**src/hw/rtl/c8sff_pkg.sv**
```systemverilog
// Shared constants, types and the CRC-8 byte update for the CRC-8 sliding frame finder.
package c8sff_pkg;

   // Default number of payload bytes in one frame (one CRC byte follows).
   localparam int PAYLOAD_BYTES_DEF = 31;

   // CRC-8, reflected polynomial 0x31 (0x8C after reflection), initial value 0xFF.
   localparam logic [7:0] CRC_INIT      = 8'hFF;
   localparam logic [7:0] CRC_POLY_REFL = 8'h8C;

   // Result kinds.
   localparam logic KIND_PAYLOAD = 1'b0;
   localparam logic KIND_ERROR   = 1'b1;

   typedef enum logic [1:0] {
      ST_IDLE,
      ST_CRC,
      ST_CHECK,
      ST_EMIT
   } state_type;

   // One byte step of the CRC, LSB first; the argument is the CRC already xored with the byte.
   function automatic logic [7:0] crc8_byte(input logic [7:0] value);
      logic [7:0] crc;
      crc = value;
      for (int b = 0; b < 8; b++) begin
         if (crc[0]) begin
            crc = (crc >> 1) ^ CRC_POLY_REFL;
         end else begin
            crc = crc >> 1;
         end
      end
      return crc;
   endfunction

endpackage

```
**src/hw/rtl/crc8_sliding_frame_finder_top.sv**
```systemverilog
// Top level of the CRC-8 sliding frame finder: window memory, CRC walk and result register.
//
// The block takes received serial bytes, one per input beat, into a window held in a
// single-port-write, single-port-read memory of PAYLOAD_BYTES + 1 entries, organized as a
// circular buffer with a head pointer and a fill count. While the window is not yet full a
// byte is taken at once and gives no result. The byte that completes a frame starts a CRC walk:
// the payload bytes are read from the memory one per cycle (the memory read port sets this
// pace) and folded into a CRC-8 (reflected polynomial 0x31, initial value 0xFF, no final xor),
// and the result is compared against the CRC byte in a separate check state.
// On a match the payload is read back and sent out as PAYLOAD_BYTES result beats, one per
// cycle when the receiver does not stall, with last_byte set on the final one, and the window
// is emptied. On a mismatch the error counter is incremented, one error beat is sent (kind = 1,
// payload_byte = 0, last_byte = 1) and only the oldest byte is dropped, so the search for a
// frame boundary moves on by one byte. Every beat carries the running error count. A byte
// that completes a window holds off further bytes until its check, and on a match the
// read-back, is done. The result beat sits in an output register, so the next byte is taken
// while the last beat still waits to be collected. The window memory needs no clearing
// after reset: the fill count keeps it from ever being read at an entry that was not written.
module crc8_sliding_frame_finder_top
   import c8sff_pkg::*;
#(
   parameter int PAYLOAD_BYTES = PAYLOAD_BYTES_DEF
) (
   input  logic        clock,
   input  logic        reset,

   input  logic        req_valid,
   output logic        req_stall,
   input  logic [7:0]  req_rx_byte,

   output logic        rsp_valid,
   input  logic        rsp_stall,
   output logic        rsp_kind,
   output logic [7:0]  rsp_payload_byte,
   output logic        rsp_last_byte,
   output logic [31:0] rsp_crc_error_total
);

   // Window size and derived widths.
   localparam int FRAME_BYTES = PAYLOAD_BYTES + 1;
   localparam int AW          = $clog2(FRAME_BYTES);
   localparam int CW          = $clog2(PAYLOAD_BYTES);

   localparam logic [AW-1:0] LAST_ADDR  = AW'(FRAME_BYTES - 1);
   localparam logic [AW-1:0] FULL_FILL  = AW'(PAYLOAD_BYTES);
   localparam logic [CW-1:0] LAST_COUNT = CW'(PAYLOAD_BYTES - 1);
   localparam logic [AW:0]   FRAME_WIDE = (AW + 1)'(FRAME_BYTES);

   // Window memory: written on an accepted beat, read through the registered rd_data_ff.
   logic [7:0]    window_mem [FRAME_BYTES];
   logic          mem_we;
   logic [AW-1:0] mem_waddr;
   logic [7:0]    rd_data_ff;

   // Control and datapath registers.
   state_type     state_ff, state_in;
   logic [AW-1:0] head_ff, head_in;
   logic [AW-1:0] fill_ff, fill_in;
   logic [AW-1:0] rd_ptr_ff, rd_ptr_in;
   logic [CW-1:0] count_ff, count_in;
   logic [7:0]    crc_ff, crc_in;
   logic [7:0]    crc_byte_ff, crc_byte_in;
   logic [31:0]   err_count_ff, err_count_in;

   // Output register.
   logic          rsp_valid_ff, rsp_valid_in;
   logic          rsp_kind_ff, rsp_kind_in;
   logic [7:0]    rsp_payload_byte_ff, rsp_payload_byte_in;
   logic          rsp_last_byte_ff, rsp_last_byte_in;
   logic [31:0]   rsp_total_ff, rsp_total_in;

   logic          out_free;
   logic          out_load;
   logic [AW:0]   waddr_sum;
   logic [AW-1:0] rd_ptr_next;
   logic [AW-1:0] head_next;

   // The output register can take a new beat when it is empty or its beat leaves now.
   assign out_free = !rsp_valid_ff || !rsp_stall;

   // Write address is head + fill, wrapped once around the circular window.
   assign waddr_sum = {1'b0, head_ff} + {1'b0, fill_ff};
   assign mem_waddr = (waddr_sum >= FRAME_WIDE) ? AW'(waddr_sum - FRAME_WIDE)
                                                : waddr_sum[AW-1:0];

   assign rd_ptr_next = (rd_ptr_ff == LAST_ADDR) ? '0 : rd_ptr_ff + 1'b1;
   assign head_next   = (head_ff == LAST_ADDR) ? '0 : head_ff + 1'b1;

   always_comb begin
      state_in            = state_ff;
      head_in             = head_ff;
      fill_in             = fill_ff;
      rd_ptr_in           = rd_ptr_ff;
      count_in            = count_ff;
      crc_in              = crc_ff;
      crc_byte_in         = crc_byte_ff;
      err_count_in        = err_count_ff;
      mem_we              = 1'b0;
      out_load            = 1'b0;
      rsp_kind_in         = rsp_kind_ff;
      rsp_payload_byte_in = rsp_payload_byte_ff;
      rsp_last_byte_in    = rsp_last_byte_ff;
      rsp_total_in        = rsp_total_ff;

      case (state_ff)
         ST_IDLE: begin
            if (req_valid) begin
               mem_we = 1'b1;
               if (fill_ff == FULL_FILL) begin
                  // This byte is the CRC byte of a full frame: start the walk at the head.
                  rd_ptr_in   = head_ff;
                  count_in    = '0;
                  crc_in      = CRC_INIT;
                  crc_byte_in = req_rx_byte;
                  state_in    = ST_CRC;
               end else begin
                  fill_in = fill_ff + 1'b1;
               end
            end
         end

         ST_CRC: begin
            // rd_data_ff holds the window byte at rd_ptr_ff.
            crc_in    = crc8_byte(crc_ff ^ rd_data_ff);
            rd_ptr_in = rd_ptr_next;
            count_in  = count_ff + 1'b1;
            if (count_ff == LAST_COUNT) begin
               count_in = '0;
               state_in = ST_CHECK;
            end
         end

         ST_CHECK: begin
            if (crc_ff == crc_byte_ff) begin
               rd_ptr_in = head_ff;
               count_in  = '0;
               state_in  = ST_EMIT;
            end else if (out_free) begin
               // Mismatch: drop the oldest byte, the window keeps the other PAYLOAD_BYTES.
               err_count_in        = err_count_ff + 1'b1;
               out_load            = 1'b1;
               rsp_kind_in         = KIND_ERROR;
               rsp_payload_byte_in = '0;
               rsp_last_byte_in    = 1'b1;
               rsp_total_in        = err_count_ff + 1'b1;
               head_in             = head_next;
               state_in            = ST_IDLE;
            end
         end

         ST_EMIT: begin
            if (out_free) begin
               out_load            = 1'b1;
               rsp_kind_in         = KIND_PAYLOAD;
               rsp_payload_byte_in = rd_data_ff;
               rsp_last_byte_in    = (count_ff == LAST_COUNT);
               rsp_total_in        = err_count_ff;
               rd_ptr_in           = rd_ptr_next;
               count_in            = count_ff + 1'b1;
               if (count_ff == LAST_COUNT) begin
                  // The whole frame, CRC byte included, leaves the window.
                  count_in = '0;
                  fill_in  = '0;
                  state_in = ST_IDLE;
               end
            end
         end

         default: begin
            state_in = ST_IDLE;
         end
      endcase
   end

   assign rsp_valid_in = out_load ? 1'b1 : (rsp_valid_ff && rsp_stall);

   // Memory: the read address is the next pointer, so rd_data_ff always matches rd_ptr_ff.
   always_ff @(posedge clock) begin
      if (mem_we) begin
         window_mem[mem_waddr] <= req_rx_byte;
      end
      rd_data_ff <= window_mem[rd_ptr_in];
   end

   always_ff @(posedge clock) begin
      if (reset) begin
         state_ff     <= ST_IDLE;
         head_ff      <= '0;
         fill_ff      <= '0;
         count_ff     <= '0;
         err_count_ff <= '0;
         rsp_valid_ff <= 1'b0;
      end else begin
         state_ff     <= state_in;
         head_ff      <= head_in;
         fill_ff      <= fill_in;
         count_ff     <= count_in;
         err_count_ff <= err_count_in;
         rsp_valid_ff <= rsp_valid_in;
      end
   end

   always_ff @(posedge clock) begin
      rd_ptr_ff           <= rd_ptr_in;
      crc_ff              <= crc_in;
      crc_byte_ff         <= crc_byte_in;
      rsp_kind_ff         <= rsp_kind_in;
      rsp_payload_byte_ff <= rsp_payload_byte_in;
      rsp_last_byte_ff    <= rsp_last_byte_in;
      rsp_total_ff        <= rsp_total_in;
   end

   assign req_stall           = (state_ff != ST_IDLE);
   assign rsp_valid           = rsp_valid_ff;
   assign rsp_kind            = rsp_kind_ff;
   assign rsp_payload_byte    = rsp_payload_byte_ff;
   assign rsp_last_byte       = rsp_last_byte_ff;
   assign rsp_crc_error_total = rsp_total_ff;

endmodule

```
**config.mk**
```make
export PLATFORM = sky130hd
export DESIGN_NAME = crc8_sliding_frame_finder_top
export DESIGN_NICKNAME = d
export VERILOG_FILES = /design/src/hw/rtl/c8sff_pkg.sv /design/src/hw/rtl/crc8_sliding_frame_finder_top.sv
export SDC_FILE = /design/constraint.sdc
export NUM_CORES = 1
export LEC_CHECK = 0
export BUFFER_PORTS_ARGS = -buffer_cell sky130_fd_sc_hd__buf_4
export CORE_MARGIN = 2
export CORE_UTILIZATION = 60
export CTS_CLUSTER_DIAMETER = 50
export DETAILED_ROUTE_END_ITERATION = 16
export PLACE_DENSITY = 0.77
export SYNTH_ARGS = -nofsm -noshare
export SYNTH_HDL_FRONTEND = slang
export SYNTH_SLANG_ARGS = --single-unit
```
**constraint.sdc**
```tcl
create_clock -name clock -period 8.9 [get_ports clock]
set_input_delay 1.78 -clock clock [delete_from_list [all_inputs] [get_ports clock]]
set_output_delay 1.78 -clock clock [all_outputs]
set_load 0.03 [all_outputs]
```
==> results.txt, run 1 <==
Setup repair after global routing left no endpoint under its margin. The net switching component of the power is 804 uW. The repair_antennas step left the layout with diodes totalling 0.

Summing all multi-input logic gate instances after layout gives 0.00516 sq mm. The residual DRC count is 0. The number of nets handed over by synthesis was 1243.

The maximum vdd drop came out at 0.000178 V. The most used flip-flop cell after synthesis is sky130_fd_sc_hd__edfxtp_1. Entering global routing, the biggest net connects 70 pins. The average vias per placed instance is 6.37. The nature of the critical path endpoint is a flip-flop.

CTS placed an instance of sky130_fd_sc_hd__clkbuf_16 at the clock tree root. The cell row count is 60. The worst endpoint data arrival time came out at 5990 ps. The worst setup path is launched from an input port. The worst setup timing slack at the placement stage came out at 3000 ps. The clock power share came out at 42.4%. The core region is 0.0267 sq mm. The count of input and output buffers is 55. Data on the critical path is required at its endpoint by 9330 ps. In this run the number of H-tree levels came out at 2. The post-CTS resize count is 0. The critical path goes through buf_4, nand2_1, o2111a_1, nand3_1, o211ai_4, buf_4, inv_4, buf_4, mux2i_1, mux2_2, o221ai_1, a2bb2oi_1. The routability congestion estimate from global placement came out at 0.861. Summing over every cut layer, the via total after detailed routing is 10400. The flow ran to the end, and the final reports show no timing, DRC or antenna violations.

The max-capacitance violation count came out at 0. The smallest clock period supported by the final layout is computed as 5560 ps. The critical path in this run is classified as input port to flip-flop. The max-slew violation count is 0. The vertical extent of the die is 168 um. Summed over all instances, the cell type with the most area after synthesis is sky130_fd_sc_hd__edfxtp_1. The share of synthesized area in the top cell type comes to 58.2%. The actual slew at the worst max-slew pin came out at 1190 ps. Clock latency on the worst-skew pair, taken at its later pin, is 530 ps. The residual overflow from global routing came out at 0. For this run, global-route usage on met3 was measured as 6.61%.

No sink is reached through more buffers than the 3 on the longest clock path. The number of buffers created by CTS is 40. The HPWL after detailed placement is 23700 um. The power density over the cells is 206 mW/mm^2. Of the total synthesized cell area, the portion taken by AND, OR, NAND and NOR gates is 10.9%. The detailed router's first-iteration violation count came out at 1012. The count of nets left with antenna violations once routing finished came out at 0. In this run the worst path has a maximum fanout of 69. Compared with the post-synthesis result, the final layout area differs by 11.5%. For this run, the post-layout net count is 1290. For this design, the sink count on the clock tree is 377. The worst pin sits at a relative slew slack of 20.1%. TritonCTS built the clock tree. The global routing met1 resource utilization is 36.2%.

The slowest stage of the critical path belongs to the cell sky130_fd_sc_hd__nand3_1. The count of flip-flops with a built-in enable after synthesis is 314. Of the total power, the share spent switching nets is 21.6%. The cell that appears most often on the critical path is sky130_fd_sc_hd__buf_4.

After synthesis, the cell types taking the most area are sky130_fd_sc_hd__edfxtp_1, sky130_fd_sc_hd__dfxtp_1, sky130_fd_sc_hd__mux2i_1. The initial utilization of the core area, before any placement, comes to 60.7%. The overall die area came out at 0.0284 sq mm. The multiplexer area fraction after synthesis came out at 5.99%. The per-instance average area after synthesis is 13.3 sq um. Buffers added to address setup during post-CTS repair amount to 0.

Synthesis handed over a netlist of 1217 instances. The number of global-route vias before repair came out at 9980. Hold repair after CTS inserted 0 buffers. The met2 routing resource usage after global routing came out at 42.0%. The delay of the slowest cell on the worst path came out at 720 ps. The adder and majority cell fraction of the synthesized area is 1.13%. The global-route wire length before repair is 57600 um. The share of post-route cells with drive strength above 1 is 12.2%. The number of setup violations in the final report is 0. The share of flip-flops with an asynchronous set or reset after synthesis is 0%. The tightest min-delay check is of the flip-flop to flip-flop type. The largest clock skew in the final design came out at 20.2 ps.

The post-route clock period utilization came out at 62.5%. The leakage component of the power came out at 0.00623 uW. During I/O placement, the number of pins put on the boundary was 56. The routed wire length is 37800 um. The global-route total usage across every layer came out at 26.8%.

The worst-case setup margin in the final layout came out at 3340 ps. The total standard cell area after synthesis came out at 0.0162 sq mm. The worst path buffer plus inverter count is 4. The initial antenna violation count came out at 0. The area fraction in compound gates after synthesis came out at 8.57%.

The distinct cell type count after synthesis is 68. The combinational family with the most area after synthesis is simple AND/OR/NAND/NOR gates. The total count of hold-check failures in the final report is 0.

After detailed routing, the average wire length per cell comes to 23.2 um. The sequential group share of total power is 52.3%. The total iterations of the first detailed-routing run came out at 6.

The width of the die is 168 um. After synthesis the netlist holds a flip-flop and latch count of 377. The maximum clock frequency is 180 MHz. For this run, the number of Yosys warnings is 0. The filler cell count is 1900. The sequential element share of the synthesized area came out at 65.9%. The area of all sequential standard cells came out at 0.0107 sq mm. Internal power comes to 2920 uW. The clock transition time at the flip-flop clock pins of the worst setup and hold paths came out at 70 ps. The most heavily used metal layer in global routing is met2. In this design, the largest share of critical-path delay is due to buffers and inverters. The final total negative setup slack came out at 0 ps. The share of total power dissipated in combinational logic is 5.3%. Of the total synthesized cell area, the portion taken by XOR and XNOR cells is 5.02%.
[layer usage]
metal	wire [um]	up-vias	share of wire, %
met2	17400	509	46
met5	0	-	0
li1	-	4707	-
met4	1650	0	4.4
met1	15100	5052	40
met3	3650	117	9.6
[flip-flops by register name, indices dropped and copies added, names as in the netlist]
| signal | flops |
|---|---|
| count_ff | 5 |
| crc_byte_ff | 8 |
| crc_ff | 8 |
| err_count_ff | 32 |
| fill_ff | 5 |
| head_ff | 5 |
| rd_data_ff | 8 |
| rd_ptr_ff | 5 |
| rsp_crc_error_total | 32 |
| rsp_kind | 1 |
| rsp_last_byte | 1 |
| rsp_payload_byte | 8 |
| rsp_valid | 1 |
| state_ff | 2 |
| window_mem | 256 |
[synth_stat cells, types with 3 or more instances]
| master | instances |
|---|---|
| sky130_fd_sc_hd__a2111oi_0 | 8 |
| sky130_fd_sc_hd__a211o_1 | 8 |
| sky130_fd_sc_hd__a211oi_1 | 13 |
| sky130_fd_sc_hd__a21o_1 | 4 |
| sky130_fd_sc_hd__a21oi_1 | 30 |
| sky130_fd_sc_hd__a221oi_1 | 32 |
| sky130_fd_sc_hd__a2bb2oi_1 | 9 |
| sky130_fd_sc_hd__a311oi_1 | 3 |
| sky130_fd_sc_hd__a31oi_1 | 11 |
| sky130_fd_sc_hd__a41o_1 | 7 |
| sky130_fd_sc_hd__and3_1 | 46 |
| sky130_fd_sc_hd__buf_1 | 4 |
| sky130_fd_sc_hd__buf_2 | 17 |
| sky130_fd_sc_hd__buf_4 | 5 |
| sky130_fd_sc_hd__buf_6 | 4 |
| sky130_fd_sc_hd__clkbuf_1 | 29 |
| sky130_fd_sc_hd__dfxtp_1 | 63 |
| sky130_fd_sc_hd__edfxtp_1 | 314 |
| sky130_fd_sc_hd__ha_1 | 13 |
| sky130_fd_sc_hd__inv_1 | 15 |
| sky130_fd_sc_hd__mux2_2 | 16 |
| sky130_fd_sc_hd__mux2i_1 | 79 |
| sky130_fd_sc_hd__nand2_1 | 124 |
| sky130_fd_sc_hd__nand2b_1 | 3 |
| sky130_fd_sc_hd__nand3_1 | 35 |
| sky130_fd_sc_hd__nand4_1 | 18 |
| sky130_fd_sc_hd__nor2_1 | 101 |
| sky130_fd_sc_hd__nor3_1 | 11 |
| sky130_fd_sc_hd__nor4_1 | 6 |
| sky130_fd_sc_hd__o211ai_1 | 10 |
| sky130_fd_sc_hd__o21ai_0 | 23 |
| sky130_fd_sc_hd__o221ai_1 | 7 |
| sky130_fd_sc_hd__or3_1 | 16 |
| sky130_fd_sc_hd__or4_1 | 3 |
| sky130_fd_sc_hd__xnor2_1 | 45 |
| sky130_fd_sc_hd__xor2_1 | 48 |
[cells by family after synthesis]
family | Yosys count
AO/OA/AOI/OAI | 183
XOR/XNOR | 93
adder cells (fa/ha/maj) | 14
buffers and inverters | 79
flip-flops | 377
multiplexers | 95
AND/OR/NAND/NOR | 376
[power by group through the flow]
stage               registers (uW)  clock network, uW  logic [uW]
floorplan                     1970                  0         126
global placement              1980                  0         190
detailed placement            1980                  0         193
CTS                           1940               1590         194
global route                  1950               1660         210
finish                        1950               1580         197
[cell type report]
| cell class | instances | share of cell area [%] |
|---|---|---|
| flip-flops and latches | 377 | 59.1 |
| multi-input cells | 761 | 28.6 |
| clock buffers | 53 | 6.09 |
| repair buffers | 66 | 2.74 |
| well taps | 341 | 2.36 |
| clock inverters | 15 | 0.727 |
| inverters | 18 | 0.388 |
[stage by stage]
stage          cells  area, sq um  util, %  hold WS (ps)  total power (uW)
3_3_place_gp    1563        16800     63.0           493              2170
6_report        1631        18100     67.6           512              3720
2_1_floorplan   1217        16200        -           472              2100
3_5_place_dp    1563        16800     63.0           502              2170
5_1_grt         1631        18100     67.6           537              3820
4_1_cts         1631        18100     67.6           510              3730
[tightest hold or removal path, delay by kind of cell (launching register included)]
family / cells / cell delay, ps
flops: 1 / 340
simple gates: 1 / 70
compound gates: 1 / 50
[worst paths after layout]
path	from	end	slack, ps	cells after the start
setup / recovery	rsp_stall	rd_data_ff[3]$_DFF_P_	3340	12
hold / removal	err_count_ff[1]$_SDFFE_PP0P_	err_count_ff[1]$_SDFFE_PP0P_	510	2
setup reg to reg	state_ff[1]$_SDFFE_PP0P_	rd_data_ff[3]$_DFF_P_	3440	13
hold reg to reg	err_count_ff[1]$_SDFFE_PP0P_	err_count_ff[1]$_SDFFE_PP0P_	510	2
[cells in the final DEF, fill, tap and decap left out, drive strengths merged, types with 35 or more instances in the layout]
master	netlist	layout
xnor2	45	45
nand3	35	35
nor2	102	102
dfxtp	63	63
nand2	125	125
and3	46	46
buf	32	66
edfxtp	314	314
clkbuf	29	53
xor2	48	48
mux2i	79	79
Note: power is estimated with default switching activity, not from simulation.
==> run 2: changes to the inputs <==
- ABC_AREA: unset -> 1
- clock period: 8.9 -> 5.59 ns (I/O delays scaled with it)
==> results.txt, run 2 <==
The vertical extent of the die was 174 um (+3.5%). The worst setup timing slack at the placement stage came to 1370 ps (-1630 ps). The number of standard cells in the final layout excluding fillers came to 2186 (+34%).

The HPWL after detailed placement came out at 23500 um (-0.94%). The critical path start-end classification is flip-flop to flip-flop. The maximum clock frequency came out at 245 MHz. The required arrival time at the worst endpoint is 6010 ps (-3320 ps). The leakage component of the power is 0.00768 uW (+23%). The largest fanout on the critical path is 80 (+16%).

The most frequent cell after synthesis is sky130_fd_sc_hd__edfxtp_1. The initial standard-cell utilization of the core came out at 60.8% (+0.14 points). The per-instance average area after synthesis is 9.98 sq um (-25%). The detailed router's first-iteration violation count is 1368 (+35%).

The routed length per placed instance came out at 17.9 um (-23%). The synthesized net count came out at 1770 (+42%). The TritonCTS clock tree is built. The count of synthesis-stage warnings from yosys is 0 (unchanged). The adder and majority cell fraction of the synthesized area is 1.05% (-0.077 points).

The number of buffers created by CTS came out at 40 (unchanged). The count of flip-flops with a built-in enable after synthesis came out at 314 (unchanged). The total iterations of the first detailed-routing run is 6 (unchanged). The number of global-route vias before repair was 12000 (+20%). The total count of hold-check failures in the final report was 0 (unchanged).

The filler cell count came to 2090 (+10%). The global-route wire length before repair is 62900 um (+9.1%). The antenna diode count was 0 (unchanged).

The sequential element share of the synthesized area is 61.4% (-4.5 points). The routability congestion estimate from global placement came out at 0.810 (-5.9%). The synthesized-area fraction occupied by xor and xnor cells came out at 2.77% (-2.3 points).

The final total negative setup slack is 0 ps (unchanged). The share of synthesized cell area in and, or, nand and nor gates is 21.8% (+11 points). In the layout the commonest cells are sky130_fd_sc_hd__edfxtp_1, sky130_fd_sc_hd__nand3_1, sky130_fd_sc_hd__nand2_1. The total standard cell area after synthesis came out at 0.0174 sq mm (+7.3%). The initial antenna violation count is 0 (unchanged). The number of buffers inserted by hold repair at cts came out at 0 (unchanged). The power density over the cells is 637 mW/mm^2 (+210%).

By count the netlist is led by sky130_fd_sc_hd__edfxtp_1, sky130_fd_sc_hd__nand3_1, sky130_fd_sc_hd__nand2_1. The total via count in the routed design is 12300 (+19%). The actual slew at the worst max-slew pin was 1340 ps (+141 ps). Setup repair after global routing left no endpoint under its margin.

The share of post-route cells with drive strength above 1 came out at 8.38% (-3.8 points). The overall die area came out at 0.0304 sq mm (+7.2%). The library cell occupying the most area in the post-synthesis netlist is sky130_fd_sc_hd__edfxtp_1. The cell row count was 62 (+3.3%). The worst endpoint data arrival time came out at 4510 ps (-1480 ps). The cell count after synthesis came out at 1744 (+43%). The most used flip-flop cell after synthesis is sky130_fd_sc_hd__edfxtp_1. Counting flops per register, the top entry is window_mem. In the post-synthesis netlist, the biggest area contributors are sky130_fd_sc_hd__edfxtp_1, sky130_fd_sc_hd__nand3_1, sky130_fd_sc_hd__dfxtp_1.

The top-area cell type share of the netlist area is 54.2% (-4.0 points). The routed wire length is 39000 um (+3.2%). The core area was 0.0286 sq mm (+7.1%). The later-pin clock latency in the skew report came out at 540 ps (about the same). The post-CTS resize count is 0 (unchanged).

The count of H-tree levels built during CTS is 2 (unchanged). The clock transition time at the flip-flop clock pins of the worst setup and hold paths came out at 60 ps (about the same). The final period demand of the worst path came out at 4090 ps.

STA classifies the critical path endpoint as a flip-flop. The global-route total usage across every layer is 26.1% (-0.74 points). Leaving out fill and tap cells, the most frequent cell in the layout is sky130_fd_sc_hd__edfxtp_1. The multiplexer area fraction after synthesis is 0% (-6.0 points). The number of setup violations in the final report came to 0 (unchanged). The number of nets in the finished design came out at 1797 (+39%).

The area fraction in compound gates after synthesis came to 4.16% (-4.4 points). The flow ran to the end, and the final reports show no timing, DRC or antenna violations. The maximum vdd drop came to 0.000456 V (+160%). The flip-flop count of the largest register after layout is 256 (unchanged). The worst-case setup margin in the final layout is 1500 ps (-1830 ps). The path class of the tightest hold or removal check is flip-flop to flip-flop. The instance count after placement with tap cells included came to 2113 (+35%). The combinational family with the most area after synthesis is simple AND/OR/NAND/NOR gates. The residual DRC count is 0 (unchanged). The root buffer cell chosen for the clock tree is sky130_fd_sc_hd__clkbuf_16. The post-route clock period utilization is 73.1%. The count of input and output buffers came out at 55 (unchanged). The number of sinks on the clock net came out at 377 (unchanged).

The worst setup path is launched from a flip-flop. The number of placed I/O pins was 56 (unchanged). The share of flip-flops with an asynchronous set or reset after synthesis came out at 0% (unchanged).

The residual overflow from global routing came to 0 (unchanged). The distinct cell type count after synthesis came out at 38 (-44%). The largest clock skew in the final design came out at 11.8 ps (-8.45 ps). The max-capacitance violation count is 0 (unchanged). The synthesis-to-layout area growth came out at 10.5%.

The width of the die was 174 um (+3.5%). The tightest slew margin relative to the limit is 10.9% (-9.2 points). The average vias per placed instance came to 5.64 (-11%). The max-slew violation count is 0 (unchanged). The post-CTS repair timing setup buffer count is 0 (unchanged).

The final antenna-violating net count came out at 0 (unchanged). The pin count of the biggest net entering global routing is 81 (+16%). The flop and latch count out of synthesis is 377 (unchanged). The buffer depth of the longest clock path came out at 3 (unchanged).
run 2: stage by stage:
| stage | hold WS [ps] | cell area [sq um] | utilization (%) | power (uW) |
|---|---|---|---|---|
| after floorplan | 456 | 17400 | - | 8200 |
| final | 505 | 19200 | 67.2 | 12300 |
| after global placement | 472 | 18000 | 62.7 | 9480 |
| after detailed placement | 493 | 18000 | 62.7 | 9590 |
| after CTS | 502 | 19200 | 67.2 | 12200 |
| after global routing | 527 | 19200 | 67.2 | 13000 |
run 2: area by class of cell:
type                            instances  area, sq um  share of cell area [%]
Sequential cell                       377        10700                    55.6
Multi-Input combinational cell       1002         5220                    27.1
Clock buffer                           53         1090                    5.67
Inverter                              282         1060                    5.51
Timing Repair Buffer                   68          510                    2.65
Tap cell                              384          480                    2.50
Clock inverter                         20          189                   0.982
run 2: cells by family (layout without fill, tap and decap cells):
logic type / Yosys count / count (layout)
AND/OR/NAND/NOR: 804 / 804
flip-flops: 377 / 377
buffers and inverters: 365 / 423
AO/OA/AOI/OAI: 129 / 129
XOR/XNOR: 55 / 55
adder cells (fa/ha/maj): 14 / 14
run 2: worst paths after layout:
path / from / endpoint / cells past startpoint / slack, ps
setup reg to reg: fill_ff[1]$_SDFFE_PP0P_ / rd_data_ff[5]$_DFF_P_ / 15 / 1500
setup / recovery: fill_ff[1]$_SDFFE_PP0P_ / rd_data_ff[5]$_DFF_P_ / 15 / 1500
hold / removal: err_count_ff[1]$_SDFFE_PP0P_ / err_count_ff[1]$_SDFFE_PP0P_ / 2 / 510
hold reg to reg: err_count_ff[1]$_SDFFE_PP0P_ / err_count_ff[1]$_SDFFE_PP0P_ / 2 / 510
run 2: critical path, stage by stage (launching register included):
cell,delay (ps)
sky130_fd_sc_hd__dfxtp_1,380
sky130_fd_sc_hd__ha_1,190
sky130_fd_sc_hd__inv_1,50
sky130_fd_sc_hd__nor3_1,170
sky130_fd_sc_hd__ha_1,210
sky130_fd_sc_hd__nand2_1,290
sky130_fd_sc_hd__o211ai_1,460
sky130_fd_sc_hd__buf_4,540
sky130_fd_sc_hd__buf_4,770
sky130_fd_sc_hd__nand3_1,170
sky130_fd_sc_hd__nand3_1,120
sky130_fd_sc_hd__nand3_1,120
sky130_fd_sc_hd__nand3_1,130
sky130_fd_sc_hd__nand2_1,100
sky130_fd_sc_hd__nand2_1,120
sky130_fd_sc_hd__nand2_1,80
run 2: routing by layer:
| metal | GRT usage, % | part of all wire, % | up-vias |
|---|---|---|---|
| li1 | - | - | 5879 |
| met5 | 0 | 0 | - |
| met3 | 3.98 | 7.7 | 92 |
| met1 | 35.7 | 42 | 5829 |
| met2 | 42.3 | 47 | 525 |
| met4 | 10.0 | 3.3 | 0 |
run 2: power breakdown:
group / internal, uW / leakage (uW) / switching, uW
logic: 1730 / 0.00371 / 4250
clock network: 1480 / 0.000624 / 1100
registers: 3480 / 0.00335 / 218
==> run 3: changes to the inputs <==
- CORE_UTILIZATION: 60 -> 56
- PLACE_DENSITY: 0.77 -> 0.76
- clock period: 5.59 -> 3.6 ns (I/O delays scaled with it)
==> results.txt, run 3 (same netlist as run 2, synthesis figures left out) <==
The run finished with clean final reports. More flip-flops sit in one register than any other, and that register is window_mem. The max-capacitance violation count was 0 (unchanged). The worst hold path begins at err_count_ff[1]$_SDFFE_PP0P_. The maximum vdd drop came out at 0.000917 V (+100%). The overall die area came out at 0.0325 sq mm (+7.0%). The width of the die came out at 180 um (+3.4%). The delay of the slowest cell on the worst path came out at 510 ps (-260 ps). The number of global-route vias before repair came to 11900 (-0.53%). The power density over the cells is 994 mW/mm^2 (+56%). The kind of cell with the highest combined delay along the critical path is simple AND/OR/NAND/NOR gates. The count of H-tree levels built during CTS is 2 (unchanged).

The area growth from synthesis to layout is 12.0%. The largest fanout on the critical path is 128 (+60%). The pin count of the biggest net entering global routing came out at 129 (+59%). The clock transition time at the flip-flop clock pins of the worst setup and hold paths is 60 ps (about the same).

The depth of the most critical reg-to-reg path is 14 (-1). Clock tree synthesis selected as its root buffer the cell sky130_fd_sc_hd__clkbuf_16. The HPWL after detailed placement came to 25000 um (+6.5%). The detailed router's first-iteration violation count came to 1733 (+27%). The average vias per placed instance is 5.62 (-0.28%). The worst endpoint data arrival time is 3700 ps (-810 ps).

The initial antenna violation count is 0 (unchanged). The worst path buffer plus inverter count is 2 (-1). Tracing the worst setup path back leads to its startpoint at fill_ff[1]$_SDFFE_PP0P_. The total count of hold-check failures in the final report came out at 0 (unchanged).

The number of sinks on the clock net is 377 (unchanged). Setup repair after global routing left no endpoint under its margin. The initial standard-cell utilization of the core is 56.9% (-3.9 points). The number of buffers created by CTS is 41 (+2.5%). The number of buffers inserted by hold repair at cts came to 0 (unchanged). The global-route total usage across every layer came out at 24.8% (-1.3 points). The number of nets in the finished design came out at 1819 (+1.2%). Leaving out fill and tap cells, the most frequent cell in the layout is sky130_fd_sc_hd__edfxtp_1. By instance count, the cell type seen most on the critical path is sky130_fd_sc_hd__nand2_1. The post-CTS repair timing setup buffer count is 0 (unchanged).

The number of placed I/O pins was 56 (unchanged). The share of post-route cells with drive strength above 1 was 9.75% (+1.4 points). The maximum clock frequency is 306 MHz (+25%). The core area is 0.0306 sq mm (+6.9%).

The routed wire length is 40700 um (+4.2%). Leaving out fill and tap cells, the most frequent cells in the layout are sky130_fd_sc_hd__edfxtp_1, sky130_fd_sc_hd__nand3_1, sky130_fd_sc_hd__nand2_1. The minimum hold slack is 496 ps (-9.34 ps). The critical path goes through ha_1, inv_1, nor3_1, ha_1, nand2_1, o211ai_1, buf_12, nand3b_1, nand3_1, nand3_1, nand3_1, nand2_1, nand2_1, nand2_1.

The critical path is of the flip-flop to flip-flop type. The filler cell count came out at 2379 (+14%). The final antenna-violating net count is 0 (unchanged). The actual slew at the worst max-slew pin came out at 889 ps (-447 ps).

The final period demand of the worst path came to 3270 ps (-818 ps). The total via count in the routed design came out at 12500 (+1.3%). The required arrival time at the worst endpoint came out at 4030 ps (-1980 ps). The total iterations of the first detailed-routing run is 8 (+2). The flip-flop count of the largest register after layout came out at 256 (unchanged). The endpoint identified for the worst register-to-register timing path is rd_data_ff[5]$_DFF_P_.

The post-CTS resize count is 0 (unchanged). The max-slew violation count is 0 (unchanged). The vertical extent of the die is 180 um (+3.4%). The antenna diode count came out at 0 (unchanged). The residual DRC count came out at 0 (unchanged).

The cell depth of the worst hold path came out at 2 (unchanged). The final total negative setup slack came out at 0 ps (unchanged). The residual overflow from global routing was 0 (unchanged). The routability congestion estimate from global placement is 0.876 (+8.2%). The leakage component of the power came out at 0.00782 uW (+1.8%). The min-delay analysis places its worst path in the category flip-flop to flip-flop. The slowest stage of the critical path belongs to the cell sky130_fd_sc_hd__buf_12. The buffer depth of the longest clock path came out at 3 (unchanged).

The global-route wire length before repair was 64200 um (+2.1%). The worst-case register-to-register setup slack came out at 330 ps (-1170 ps). The sort of element at the start of the critical path is a flip-flop. The cell row count is 64 (+3.2%). The routed length per placed instance came to 18.3 um (+2.6%). STA classifies the critical path endpoint as a flip-flop. The count of input and output buffers was 55 (unchanged). The post-route clock period utilization is 90.8% (+18 points). The number of setup violations in the final report came to 0 (unchanged). The hold-critical path endpoint is err_count_ff[1]$_SDFFE_PP0P_.

The tightest slew margin relative to the limit came to 40.8% (+30 points). The later-pin clock latency in the skew report is 540 ps (about the same). The TritonCTS clock tree is built. The startpoint of the most critical register-to-register path is fill_ff[1]$_SDFFE_PP0P_. The largest clock skew in the final design came out at 20.6 ps (+8.86 ps).
==> run 3: cell types whose count changed in the layout (fill, tap and decap cells not counted), sizes merged <==
cell | before | now
buf | 68 | 89
clkbuf | 53 | 50
clkinvlp | 1 | 5
bufinv | 2 | 3
==> run 3: report_power, final <==
part	internal [uW]	switching (uW)	leakage, uW
Combinational	2890	6650	0.00384
Sequential	5410	374	0.00335
Clock	2360	1720	0.000630
Total	10700	8740	0.00782
==> run 3: routing by layer <==
metal / GRT usage, % / up-vias / wire [um]
li1: - / 5929 / -
met1: 34.2 / 5829 / 16500
met2: 39.7 / 635 / 19000
met3: 4.97 / 94 / 3970
met4: 8.10 / 0 / 1210
met5: 0 / - / 0
==> run 3: worst max-delay path by stage <==
stage	slack, ps	endpoint	cells past startpoint
finish	330	rd_data_ff[5]$_DFF_P_	14
detailed placement	470	window_mem[1][6]$_DFFE_PP_	9
floorplan	650	rsp_crc_error_total[0]$_DFFE_PP_	12
global route	90	rd_data_ff[5]$_DFF_P_	14
global placement	550	window_mem[1][6]$_DFFE_PP_	9
CTS	400	rd_data_ff[7]$_DFF_P_	14
==> run 3: area by class of cell <==
type	count	area (sq um)	share of cell area, %
Clock buffer	50	1070	5.49
Clock inverter	25	238	1.22
Inverter	282	1060	5.44
Multi-Input combinational cell	1002	5220	26.7
Sequential cell	377	10700	54.8
Tap cell	396	495	2.54
Timing Repair Buffer	89	731	3.75
==> run 3: tightest hold or removal path: cells and delay by family (launching register included) <==
family          cells  cell delay, ps
compound gates      1              50
flops               1             320
buf+inv             1              70
==> run 3: through the flow <==
| step | setup slack, ps | cell area [sq um] | utilization [%] | power [uW] | cells |
|---|---|---|---|---|---|
| 3_5_place_dp | 466 | 18200 | 59.5 | 15200 | 2146 |
| 4_1_cts | 398 | 19500 | 63.7 | 19300 | 2221 |
| 2_1_floorplan | 652 | 17400 | - | 12700 | 1744 |
| 5_1_grt | 91.3 | 19500 | 63.7 | 20600 | 2221 |
| 3_3_place_gp | 550 | 18200 | 59.5 | 15000 | 2146 |
| 6_report | 333 | 19500 | 63.7 | 19400 | 2221 |
